File: src/hw/rtl/ou8_pkg.sv
`timescale 1ns / 1ps
// ----------------------------------------------------------------------------
// ou8_pkg
// Shared types, codes and constants for the oversampled 8N1 UART.
// ----------------------------------------------------------------------------
package ou8_pkg;

    typedef enum logic [1:0] {
        PH_IDLE  = 2'd0,
        PH_START = 2'd1,
        PH_DATA  = 2'd2,
        PH_STOP  = 2'd3
    } phase_t;

    typedef enum logic [1:0] {
        ACT_TICK  = 2'd0,
        ACT_QUEUE = 2'd1,
        ACT_TAKE  = 2'd2,
        ACT_NONE  = 2'd3
    } action_t;

    localparam int CFG_W   = 6;
    localparam int CFG_IDX_W = 1;

    localparam logic [CFG_IDX_W-1:0] CFG_IDX_SPB = 1'b0;
    localparam logic [CFG_IDX_W-1:0] CFG_IDX_THR = 1'b1;

    localparam logic [CFG_W-1:0] SPB_RESET = 6'd8;
    localparam logic [CFG_W-1:0] THR_RESET = 6'd4;
    localparam logic [CFG_W-1:0] SPB_MIN   = 6'd4;
    localparam logic [CFG_W-1:0] SPB_MAX   = 6'd32;

    localparam logic [5:0] LEVEL_MAX   = 6'd63;
    localparam logic [3:0] RX_BITS     = 4'd8;
    localparam logic [2:0] TX_LAST_BIT = 3'd7;

    // per-word strobes from the host pipeline, already qualified by advance
    typedef struct packed {
        logic tick;
        logic queue;
        logic take;
    } ou8_ctl_t;

    function automatic logic [CFG_W-1:0] clamp_spb(input logic [CFG_W-1:0] s);
        logic [CFG_W-1:0] r;
        r = s;
        if (s < SPB_MIN)
        begin
            r = SPB_MIN;
        end
        else if (s > SPB_MAX)
        begin
            r = SPB_MAX;
        end
        return r;
    endfunction

endpackage

File: src/hw/rtl/oversampled_uart_8n1.sv
`timescale 1ns / 1ps
// ----------------------------------------------------------------------------
// oversampled_uart_8n1
// 8N1 UART transceiver advanced one sample tick per tick-action input word.
//
// Input words carry an action: a sample tick (with the rx pin level), a
// transmit byte to queue, or a request to take the received byte. Every
// input word yields exactly one output word with the tx pin level, the taken
// byte and its valid flag, the queue acknowledge and the tx busy flag.
// Both channels are valid/ready. A word is held in the input register,
// is processed by the receiver and transmitter logic, and lands in the
// output register; while the output is not stalled the block sustains one
// word per cycle. The receiver and transmitter counter and vote update lies
// between those two registers. When the output is stalled the input register
// holds its word and the input channel takes no more than that one extra
// word. Reset: receiver and transmitter idle, transmitter line level high,
// nothing pending, samples_per_bit 8, vote_threshold 4. Config writes via
// cfg_we take effect at the next clock; the user must issue them only while
// the block is idle, and the block itself does not enforce this.
// ----------------------------------------------------------------------------
module oversampled_uart_8n1 (
    input  logic                          clk,
    input  logic                          rst_n,
    input  logic                          cfg_we,
    input  logic [ou8_pkg::CFG_IDX_W-1:0] cfg_index,
    input  logic [ou8_pkg::CFG_W-1:0]     cfg_data,
    input  logic                          in_valid,
    output logic                          in_ready,
    input  logic [1:0]                    action,
    input  logic                          rx_line,
    input  logic [7:0]                    tx_byte,
    output logic                          out_valid,
    input  logic                          out_ready,
    output logic                          tx_line,
    output logic [7:0]                    rx_byte,
    output logic                          rx_byte_valid,
    output logic                          tx_accepted,
    output logic                          tx_busy
);
    import ou8_pkg::*;

    logic [CFG_W-1:0] spb_reg, spb_next;
    logic [CFG_W-1:0] thr_reg, thr_next;

    logic       s1_valid_reg, s1_valid_next;
    action_t    s1_action_reg;
    logic       s1_line_reg;
    logic [7:0] s1_byte_reg;

    logic       out_valid_reg, out_valid_next;
    logic       tx_line_reg;
    logic [7:0] rx_byte_reg;
    logic       rx_valid_reg;
    logic       tx_acc_reg;
    logic       tx_busy_reg;

    logic       advance;
    logic       in_fire;
    logic [CFG_W-1:0] spb_eff;
    ou8_ctl_t   ctl;

    logic [7:0] take_byte;
    logic       take_valid;
    logic       tx_level;
    logic       tx_pending;
    logic       tx_acc;

    always_comb
    begin
        advance        = s1_valid_reg && (!out_valid_reg || out_ready);
        in_ready       = !s1_valid_reg || advance;
        in_fire        = in_valid && in_ready;
        s1_valid_next  = in_fire ? 1'b1 : (advance ? 1'b0 : s1_valid_reg);
        out_valid_next = advance ? 1'b1 : (out_ready ? 1'b0 : out_valid_reg);
        spb_eff        = clamp_spb(spb_reg);
        ctl.tick       = advance && (s1_action_reg == ACT_TICK);
        ctl.queue      = advance && (s1_action_reg == ACT_QUEUE);
        ctl.take       = advance && (s1_action_reg == ACT_TAKE);
    end

    always_comb
    begin
        spb_next = spb_reg;
        thr_next = thr_reg;
        if (cfg_we)
        begin
            case (cfg_index)
                CFG_IDX_SPB: spb_next = cfg_data;
                CFG_IDX_THR: thr_next = cfg_data;
                default:     spb_next = spb_reg;
            endcase
        end
    end

    ou8_rx u_rx (
        .clk        (clk),
        .rst_n      (rst_n),
        .ctl        (ctl),
        .line       (s1_line_reg),
        .spb        (spb_eff),
        .thr        (thr_reg),
        .take_byte  (take_byte),
        .take_valid (take_valid)
    );

    ou8_tx u_tx (
        .clk         (clk),
        .rst_n       (rst_n),
        .ctl         (ctl),
        .spb         (spb_eff),
        .tx_byte     (s1_byte_reg),
        .level_out   (tx_level),
        .pending_out (tx_pending),
        .accepted    (tx_acc)
    );

    always_ff @(posedge clk or negedge rst_n)
    begin
        if (!rst_n)
        begin
            spb_reg       <= SPB_RESET;
            thr_reg       <= THR_RESET;
            s1_valid_reg  <= 1'b0;
            out_valid_reg <= 1'b0;
        end
        else
        begin
            spb_reg       <= spb_next;
            thr_reg       <= thr_next;
            s1_valid_reg  <= s1_valid_next;
            out_valid_reg <= out_valid_next;
        end
    end

    // payload registers
    always_ff @(posedge clk)
    begin
        if (in_fire)
        begin
            s1_action_reg <= action_t'(action);
            s1_line_reg   <= rx_line;
            s1_byte_reg   <= tx_byte;
        end
        if (advance)
        begin
            tx_line_reg  <= tx_level;
            rx_byte_reg  <= ctl.take ? take_byte : 8'd0;
            rx_valid_reg <= ctl.take && take_valid;
            tx_acc_reg   <= tx_acc;
            tx_busy_reg  <= tx_pending;
        end
    end

    always_comb
    begin
        out_valid     = out_valid_reg;
        tx_line       = tx_line_reg;
        rx_byte       = rx_byte_reg;
        rx_byte_valid = rx_valid_reg;
        tx_accepted   = tx_acc_reg;
        tx_busy       = tx_busy_reg;
    end

endmodule

File: src/hw/rtl/ou8_rx.sv
`timescale 1ns / 1ps
// ----------------------------------------------------------------------------
// ou8_rx
// Receiver: start detect, per-bit majority vote, stop vote, byte holding.
// ----------------------------------------------------------------------------
module ou8_rx (
    input  logic                      clk,
    input  logic                      rst_n,
    input  ou8_pkg::ou8_ctl_t         ctl,
    input  logic                      line,
    input  logic [ou8_pkg::CFG_W-1:0] spb,
    input  logic [ou8_pkg::CFG_W-1:0] thr,
    output logic [7:0]                take_byte,
    output logic                      take_valid
);
    import ou8_pkg::*;

    phase_t     phase_reg, phase_next;
    logic [5:0] tick_reg, tick_next;
    logic [3:0] bit_reg, bit_next;
    logic [7:0] shift_reg, shift_next;
    logic [5:0] level_reg, level_next;
    logic [7:0] held_reg, held_next;
    logic       ready_reg, ready_next;

    logic [5:0] level_inc;
    logic [5:0] spb_m1;
    logic [5:0] spb_m3;
    logic [5:0] stop_len;
    logic       bit_done;
    logic [3:0] bit_inc;

    always_comb
    begin
        level_inc = (line && (level_reg != LEVEL_MAX)) ? level_reg + 6'd1 : level_reg;
        spb_m1    = spb - 6'd1;
        spb_m3    = spb - 6'd3;
        stop_len  = {spb_m1[4:0], 1'b0};
        bit_done  = (tick_reg == spb_m1);
        bit_inc   = bit_reg + 4'd1;
    end

    // next state
    always_comb
    begin
        phase_next = phase_reg;
        if (ctl.tick)
        begin
            case (phase_reg)
                PH_IDLE:
                begin
                    if (!line)
                    begin
                        phase_next = PH_START;
                    end
                end
                PH_START:
                begin
                    if (tick_reg >= spb_m3)
                    begin
                        phase_next = (level_inc < thr) ? PH_DATA : PH_IDLE;
                    end
                end
                PH_DATA:
                begin
                    if ((bit_done ? bit_inc : bit_reg) >= RX_BITS)
                    begin
                        phase_next = PH_STOP;
                    end
                end
                PH_STOP:
                begin
                    if (tick_reg == stop_len)
                    begin
                        phase_next = PH_IDLE;
                    end
                end
                default:
                begin
                    phase_next = PH_IDLE;
                end
            endcase
        end
    end

    // counters and data
    always_comb
    begin
        tick_next  = tick_reg;
        bit_next   = bit_reg;
        shift_next = shift_reg;
        level_next = level_reg;
        held_next  = held_reg;
        ready_next = ready_reg;
        if (ctl.tick)
        begin
            level_next = level_inc;
            case (phase_reg)
                PH_IDLE:
                begin
                    if (!line)
                    begin
                        level_next = '0;
                        tick_next  = '0;
                        bit_next   = '0;
                        shift_next = '0;
                        ready_next = 1'b0;
                    end
                end
                PH_START:
                begin
                    if (tick_reg >= spb_m3)
                    begin
                        tick_next  = '0;
                        level_next = '0;
                    end
                    else
                    begin
                        tick_next = tick_reg + 6'd1;
                    end
                end
                PH_DATA:
                begin
                    if (bit_done)
                    begin
                        if (level_inc > thr)
                        begin
                            shift_next[bit_reg[2:0]] = 1'b1;
                        end
                        bit_next   = bit_inc;
                        tick_next  = '0;
                        level_next = '0;
                    end
                    else
                    begin
                        tick_next = tick_reg + 6'd1;
                    end
                end
                PH_STOP:
                begin
                    if (tick_reg == stop_len)
                    begin
                        if (level_inc > thr)
                        begin
                            held_next  = shift_reg;
                            ready_next = 1'b1;
                        end
                    end
                    else
                    begin
                        tick_next = tick_reg + 6'd1;
                    end
                end
                default:
                begin
                    tick_next = tick_reg;
                end
            endcase
        end
        if (ctl.take)
        begin
            ready_next = 1'b0;
        end
    end

    always_comb
    begin
        take_valid = ready_reg;
        take_byte  = ready_reg ? held_reg : 8'd0;
    end

    always_ff @(posedge clk or negedge rst_n)
    begin
        if (!rst_n)
        begin
            phase_reg <= PH_IDLE;
            tick_reg  <= '0;
            bit_reg   <= '0;
            shift_reg <= '0;
            level_reg <= '0;
            held_reg  <= '0;
            ready_reg <= 1'b0;
        end
        else
        begin
            phase_reg <= phase_next;
            tick_reg  <= tick_next;
            bit_reg   <= bit_next;
            shift_reg <= shift_next;
            level_reg <= level_next;
            held_reg  <= held_next;
            ready_reg <= ready_next;
        end
    end

endmodule

File: src/hw/rtl/ou8_tx.sv
`timescale 1ns / 1ps
// ----------------------------------------------------------------------------
// ou8_tx
// Transmitter: one pending byte, then start, 8 data bits LSB first, long stop.
// ----------------------------------------------------------------------------
module ou8_tx (
    input  logic                      clk,
    input  logic                      rst_n,
    input  ou8_pkg::ou8_ctl_t         ctl,
    input  logic [ou8_pkg::CFG_W-1:0] spb,
    input  logic [7:0]                tx_byte,
    output logic                      level_out,
    output logic                      pending_out,
    output logic                      accepted
);
    import ou8_pkg::*;

    phase_t     phase_reg, phase_next;
    logic [6:0] tick_reg, tick_next;
    logic [2:0] bit_reg, bit_next;
    logic [7:0] shift_reg, shift_next;
    logic [7:0] pbyte_reg, pbyte_next;
    logic       pending_reg, pending_next;
    logic       level_reg, level_next;

    logic [6:0] spb_m1;
    logic [6:0] stop_len;
    logic       in_bit;

    always_comb
    begin
        spb_m1   = {1'b0, spb} - 7'd1;
        stop_len = {spb_m1[4:0], 2'b00};
        in_bit   = (tick_reg < spb_m1);
    end

    // next state
    always_comb
    begin
        phase_next = phase_reg;
        if (ctl.tick)
        begin
            case (phase_reg)
                PH_IDLE:
                begin
                    if (pending_reg)
                    begin
                        phase_next = PH_START;
                    end
                end
                PH_START:
                begin
                    if (!in_bit)
                    begin
                        phase_next = PH_DATA;
                    end
                end
                PH_DATA:
                begin
                    if (!in_bit && (bit_reg >= TX_LAST_BIT))
                    begin
                        phase_next = PH_STOP;
                    end
                end
                PH_STOP:
                begin
                    if (tick_reg >= stop_len)
                    begin
                        phase_next = PH_IDLE;
                    end
                end
                default:
                begin
                    phase_next = PH_IDLE;
                end
            endcase
        end
    end

    // counters, line level and pending slot
    always_comb
    begin
        tick_next    = tick_reg;
        bit_next     = bit_reg;
        shift_next   = shift_reg;
        pbyte_next   = pbyte_reg;
        pending_next = pending_reg;
        level_next   = level_reg;
        accepted     = 1'b0;
        if (ctl.tick)
        begin
            case (phase_reg)
                PH_IDLE:
                begin
                    if (pending_reg)
                    begin
                        tick_next    = '0;
                        shift_next   = pbyte_reg;
                        pending_next = 1'b0;
                    end
                    else
                    begin
                        level_next = 1'b1;
                    end
                end
                PH_START:
                begin
                    if (in_bit)
                    begin
                        level_next = 1'b0;
                        tick_next  = tick_reg + 7'd1;
                    end
                    else
                    begin
                        tick_next = '0;
                        bit_next  = '0;
                    end
                end
                PH_DATA:
                begin
                    if (in_bit)
                    begin
                        level_next = shift_reg[bit_reg];
                        tick_next  = tick_reg + 7'd1;
                    end
                    else if (bit_reg < TX_LAST_BIT)
                    begin
                        tick_next = '0;
                        bit_next  = bit_reg + 3'd1;
                    end
                end
                PH_STOP:
                begin
                    // tick counter is left alone, so stop runs from spb-1 upward
                    if (tick_reg < stop_len)
                    begin
                        level_next = 1'b1;
                        tick_next  = tick_reg + 7'd1;
                    end
                end
                default:
                begin
                    level_next = 1'b1;
                end
            endcase
        end
        if (ctl.queue && !pending_reg)
        begin
            pbyte_next   = tx_byte;
            pending_next = 1'b1;
            accepted     = 1'b1;
        end
    end

    always_comb
    begin
        level_out   = level_next;
        pending_out = pending_next;
    end

    always_ff @(posedge clk or negedge rst_n)
    begin
        if (!rst_n)
        begin
            phase_reg   <= PH_IDLE;
            tick_reg    <= '0;
            bit_reg     <= '0;
            shift_reg   <= '0;
            pbyte_reg   <= '0;
            pending_reg <= 1'b0;
            level_reg   <= 1'b1;
        end
        else
        begin
            phase_reg   <= phase_next;
            tick_reg    <= tick_next;
            bit_reg     <= bit_next;
            shift_reg   <= shift_next;
            pbyte_reg   <= pbyte_next;
            pending_reg <= pending_next;
            level_reg   <= level_next;
        end
    end

endmodule

File: config.mk
export PLATFORM = sky130hd
export DESIGN_NAME = oversampled_uart_8n1
export DESIGN_NICKNAME = d
export VERILOG_FILES = /design/src/hw/rtl/ou8_pkg.sv /design/src/hw/rtl/oversampled_uart_8n1.sv /design/src/hw/rtl/ou8_rx.sv /design/src/hw/rtl/ou8_tx.sv
export SDC_FILE = /design/constraint.sdc
export NUM_CORES = 1
export LEC_CHECK = 0
export CORE_ASPECT_RATIO = 0.5
export CORE_MARGIN = 1.5
export CORE_UTILIZATION = 50
export CTS_BUF_LIST = sky130_fd_sc_hd__clkbuf_2
export DETAILED_ROUTE_END_ITERATION = 7
export DONT_BUFFER_PORTS = 1
export MAX_ROUTING_LAYER = met4
export PLACE_DENSITY = 0.62
export SETUP_SLACK_MARGIN = 0.02
export SYNTH_ARGS = -nofsm -noshare
export SYNTH_HDL_FRONTEND = slang
export SYNTH_SLANG_ARGS = --single-unit
File: constraint.sdc
create_clock -name clk -period 4.21 [get_ports clk]
set_input_delay 0 -clock clk [delete_from_list [all_inputs] [get_ports clk]]
set_output_delay 0 -clock clk [all_outputs]
set_load 0.005 [all_outputs]
* Yosys cells after proc, flatten, opt, wreduce, memory -nomap -nowiden
Index checks and enable logic that the tools add are counted.
** Word-level totals
- Input port bits :: 23
- Flip-flop bits (word level) :: 102
- Word-level logic and storage cells :: 181
- Output and inout port bits :: 14
** Cells by class
- $add $sub $neg :: 8
- Muxes and demuxes :: 64
- Eq/ne operators :: 29
- Reduce and logical (&&, ||, !) cells :: 38
- Bitwise logic cells :: 2
- Magnitude comparators :: 14
** Operator list (count)
- $mux W6 :: 10
- $mux W7 :: 5
- $pmux W7 S4 :: 1
- $reduce_and A5 Y1 :: 5
- $mux W8 :: 3
- $pmux W6 S4 :: 1
- $mux W1 :: 20
- $ne A2 B1 Y1 const B :: 10
- $mux W2 :: 9
- $pmux W6 S3 :: 1
- $pmux W2 S4 :: 2
- $pmux W8 S2 :: 1
- $lt A7 B7 Y1 :: 2
- $add A6 B1 Y6 const B :: 2
- $eq A6 B6 Y1 :: 2
- $eq A2 B2 Y1 const B :: 5
- $logic_and A1 B1 Y1 :: 10
- $reduce_bool A2 Y1 :: 5
- $mux W3 :: 3
- $reduce_and A3 Y1 :: 3
- $lt A3 B4 Y1 const B :: 2
- $mux W4 :: 2
- $ne A2 B2 Y1 const B :: 4
- $or A8 B8 Y8 :: 1
- other kinds (34) :: 46

* Logic depth before layout (Yosys ltp)
- Depth after elaboration :: 9
- Gate-level depth with buffers :: 15
- Mapped depth without buffers :: 15

* Modules after synthesis
A second synthesis with hierarchy kept.
** Second synthesis, totals
- Cells, all modules :: 525
- Area, all modules :: 5979.5 µm²
** Modules (own cells, without submodules)
- ou8_rx :: instances 1, cells each 263, area an instance 2436.1 µm²
- ou8_tx :: instances 1, cells each 180, area an instance 2047.0 µm²
- oversampled_uart_8n1 :: instances 1, cells each 82, area an instance 1496.4 µm²

* Least setup slack after synthesis
No wires, ideal clock.
- Path type :: flip-flop to flip-flop
- Start :: register spb_reg[3]
- End :: register u_tx.tick_reg[2]
- Stages on the path, launching flop included :: 15
- Path buffers :: 1
- Path slack :: 466 ps
- Setup time :: 121 ps
- Arrival time :: 3623 ps
- Required time :: 4089 ps
- Clock period less this slack :: 3744 ps
- Cell sequence :: dfstp_2 > buf_2 > or3_1 > nand2b_1 > ha_1 > nor2b_1 > a221oi_2 > ha_1 > a21oi_1 > o21ai_0 > maj3_2 > maj3_2 > a221oi_4 > o21ai_1 > a22o_1
** Between the ends
- Cells in the longest elaborated chain, start to end :: 7
- Elaborated cells on any way between the ends :: 13
** RTL lines
- from (decl) :: line oversampled_uart_8n1.sv:42 : logic [CFG_W-1:0] spb_reg, spb_next;
- from (signal assigned) :: line oversampled_uart_8n1.sv:128 : spb_reg <= spb_next;
- $gt A6 B6 Y1 :: line ou8_pkg.sv:51 : else if (s > SPB_MAX)
- $mux W6 :: line ou8_pkg.sv:51
- $mux W6 * :: line ou8_pkg.sv:47 : if (s < SPB_MIN)
- $sub A6 B1 Y7 * :: line ou8_tx.sv:32 : spb_m1 = {1'b0, spb} - 7'd1;
- $lt A7 B7 Y1, on equally long branches :: line ou8_tx.sv:34, ou8_tx.sv:135
- $ne A3 B1 Y1 (no line) (tied with other cells)
- $reduce_and A4 Y1 (no line) or $pmux W7 S4 (tied branches)
- to (signal assigned) :: line ou8_tx.sv:176 : tick_reg <= tick_next;
- to (decl) :: line ou8_tx.sv:19 : logic [6:0] tick_reg, tick_next;
Mark *: on every way between the ends. The rest lies on a longest branch, timed or not.
A chain may end at the register's enable or synchronous reset.

* Worst setup path in the final report
- Start :: register spb_reg[3]
- End :: register u_tx.tick_reg[4]
The elaborated chain is that of the path after synthesis.

==> impl_results.md <==
* Nets at 633
* Synth Flop Type: dfrtp_1
* CTS buffer count at 9
* M2 GR Usage at 33.15%
* P per Cell Area at 442.7 nW/um2
* Combinational group share of total power at 32.6%
* Vias in the first global route at 3,960
* Slew @ Worst Pin at 0.9610 ns
* Setup violators final at 0
* CTS tree: built
* CP delay by family, top: compound AO/OA/AOI/OAI gates
* P_int at 0.001754 W
* Leak pwr at 2.867 nW
* HPWL after DPL at 8123 um
* Crit Path Category: reg2reg
* Vias per inst at 5.538
* Final setup TNS at 0 ns
* Reg2reg end: u_tx.tick_reg[4]
* Initial Utilization at 51.10%
* Port Buffer Count at 0
* Max clock buf depth at 2
* PostCTS Resize Cnt at 0
* CORE AREA at 10,950 um2
* Clock Latency Late Sink at 0.60 ns
* Fmax at 257.9 MHz
* Remaining DRCs at 0
* RSZ-0062 raised after global routing: false
* Die ar. at 11,870 um2
* Post-synthesis register bit count at 102
* Drt pass-1 iters at 5
* Worst slew margin at 35.44%
* Crit path to: u_tx.tick_reg[4]
* Final period util at 92.11%
* Yosys warning count at 0
* # diodes at 0
* CP startpoint kind: flip-flop
* Sink Count at 102
* Antenna-violating nets left at 0
* Clk_skew at 0.05930 ns
* DR WL/cell at 16.47 um
* M3 GR Usage at 5.196%
* Cell row count at 27
* First-pass GRT wire length at 20,150 um
* Switching Power at 0.001063 W
* I/O Pins at 37
* GR peak layer: met2
* Area Growth Syn to Fin at 13.78%
* CP arrival at 4.36 ns
* Distinct cells, synth at 71
* CTS H-tree depth at 3
* Antenna violations before repair at 0
* Maximum VDD drop at 0.0002700 V
* Synthesized area per cell at 10.59 um2
* Root Buffer: clkbuf_2
* Reg2reg path depth at 13
* Slowest cell on crit path: dfstp_2
* Layout cells sized above 1 at 11.51%
* Post-synthesis sequential area ratio at 47.76%
* CP Launch Point: spb_reg[3]
* Worst r2r src: spb_reg[3]
* Die Wd at 152.6 um
* Tightest Hold Check Type: in2reg
* Hold WS at 0.1145 ns
* Minimum clock period at 3.878 ns
* Die Y at 77.79 um
* Gate Count Post-Synth at 528
* Fin. Hold Viols at 0
* Levels on crit path at 13
* 1st-iter DRT viols at 185
* Largest net degree at the start of global routing at 63
* Total global-route track usage at 22.31%
* Cell Area, Synth at 5593 um2
* DR vias at 4,026
* Crit path required time at 4.69 ns
* Asr flop ratio synth at 77.45%
* Sw Share at 37.73%
* Post-Route WL at 11,970 um
* Seq pwr share at 49.6%
* Worst path max stage delay at 0.69 ns
* R2r setup slk at 0.33 ns
* Global route overflow at 0
* Final Max Slew Viols at 0
* Cells along the critical path: or3_1 > nand2b_1 > ha_1 > nor2b_1 > a221oi_2 > ha_1 > a21oi_1 > o21ai_0 > maj3_2 > maj3_2 > a221oi_4 > o21ai_1 > a22o_1
* Worst-path maximum fanout at 10
* Gpl congestion at 0.8040
* CP Capture Type: flip-flop
* M1 GR Usage at 31.23%
* Outcome: finished clean
* Post-synth EDFFs at 23
* Buf/Inv on CP at 0
* Reg clk slew, reported paths at 0.30 ns
* Clock power share at 17.9%
* Max-cap violations at 0
==> power by group through the flow <==
| stage | combinational (W) | sequential, W | clock [W] |
|---|---|---|---|
| global placement | 0.000833 | 0.00141 | 0 |
| detailed placement | 0.000852 | 0.00141 | 0 |
| global route | 0.00104 | 0.00143 | 0.000563 |
| finish | 0.000917 | 0.00140 | 0.000504 |
| floorplan | 0.000709 | 0.00133 | 0 |
| CTS | 0.000916 | 0.00139 | 0.000518 |
==> logic make-up (layout without fill, tap and decap cells) <==
family	Yosys count	in the layout	share of synthesized area (%)
flops	102	102	47.76
buf+inv	46	98	3.288
simple gates	179	179	16.22
xor+xnor	16	16	2.640
other cells	1	3	0.06705
fa+ha+maj	36	36	7.964
mux	40	40	8.322
compound gates	108	108	13.74
==> per-layer routing <==
metal | vias to the layer above | share of wire [%]
met4 | 0 | 1.0
met1 | 1924 | 51
li1 | 1999 | -
met5 | - | 0
met3 | 10 | 5.1
met2 | 93 | 43
==> layout by cell type (no fill, tap or decap), drive strengths merged, types with 8 or more instances in the layout <==
cell type	count
xnor2	13
o21ai	33
dfrtp	76
clkbuf	10
nor2b	10
nand2	73
a22o	8
a21o	10
nor3	12
o31ai	8
nor2	18
inv	33
ha	33
dlygate4sd3	40
buf	10
mux2	32
nand3	16
and2	12
a21oi	15
nand2b	9
edfxtp	23
==> synthesized netlist by cell type, types with 3 or more instances <==
library cell	count	share of area [%]
a31oi_1	3	0.34
o2111ai_1	3	0.47
nand2b_1	9	1.0
dfstp_2	3	1.4
nor2b_1	10	1.1
a21o_1	10	1.3
clkbuf_1	10	0.67
mux2i_1	6	1.1
edfxtp_1	23	12
o21ai_0	22	2.0
dfrtp_1	76	34
and2_1	11	1.2
nor3_1	11	0.98
mux2_2	23	4.6
o21ai_1	11	0.98
buf_2	3	0.27
nor4_1	4	0.45
nand4_1	4	0.45
and3_1	6	0.67
nor2_1	18	1.2
xnor2_1	12	1.9
a32o_1	5	0.89
a22o_1	8	1.3
ha_1	33	7.4
a21oi_1	15	1.3
mux2_1	9	1.8
inv_1	31	2.1
nand3_1	16	1.4
xor2_1	3	0.47
nand2_1	72	4.8
a211oi_1	3	0.40
o31ai_1	8	1.1
==> worst min path at each step <==
stage	start	end	slack, ns	cells past startpoint
after floorplan	rst_n	asynchronous set/reset pin	-0.30	0
after global placement	rst_n	u_tx.tick_reg[4]	-0.29	0
after detailed placement	rst_n	spb_reg[4]	-0.29	0
after CTS	cfg_data[1]	spb_reg[1]	0.07	2
after global routing	cfg_data[1]	spb_reg[1]	0.05	2
final	cfg_data[1]	spb_reg[1]	0.11	2
==> timing repair <==
action | in CTS | in global routing
hold endpoints to repair | 121 | 0
setup buffers | 0 | 1
hold buffers | 42 | 0
setup endpoints to repair | 0 | 5
==> stage by stage <==
stage / instance area, um2 / setup slack, ns / power [W] / instances / util [%]
CTS: 6356 / 0.2364 / 0.002829 / 726 / 58.07
global placement: 5771 / 0.4416 / 0.002242 / 668 / 52.72
finish: 6364 / 0.3323 / 0.002817 / 727 / 58.14
floorplan: 5600 / 0.4660 / 0.002040 / 530 / -
detailed placement: 5771 / 0.3408 / 0.002266 / 668 / 52.72
global route: 6364 / 0.05952 / 0.003033 / 727 / 58.14
==> layout make-up <==
class / count / area, um2
fill: 921 / 4582
multi-input combinational: 382 / 2745
sequential: 102 / 2671
timing repair buffer: 50 / 515.5
tap: 145 / 181.4
inverter: 32 / 120.1
clock inverter: 6 / 80.08
clock buffer: 10 / 50.05
Note: power is estimated with default switching activity, not from simulation.
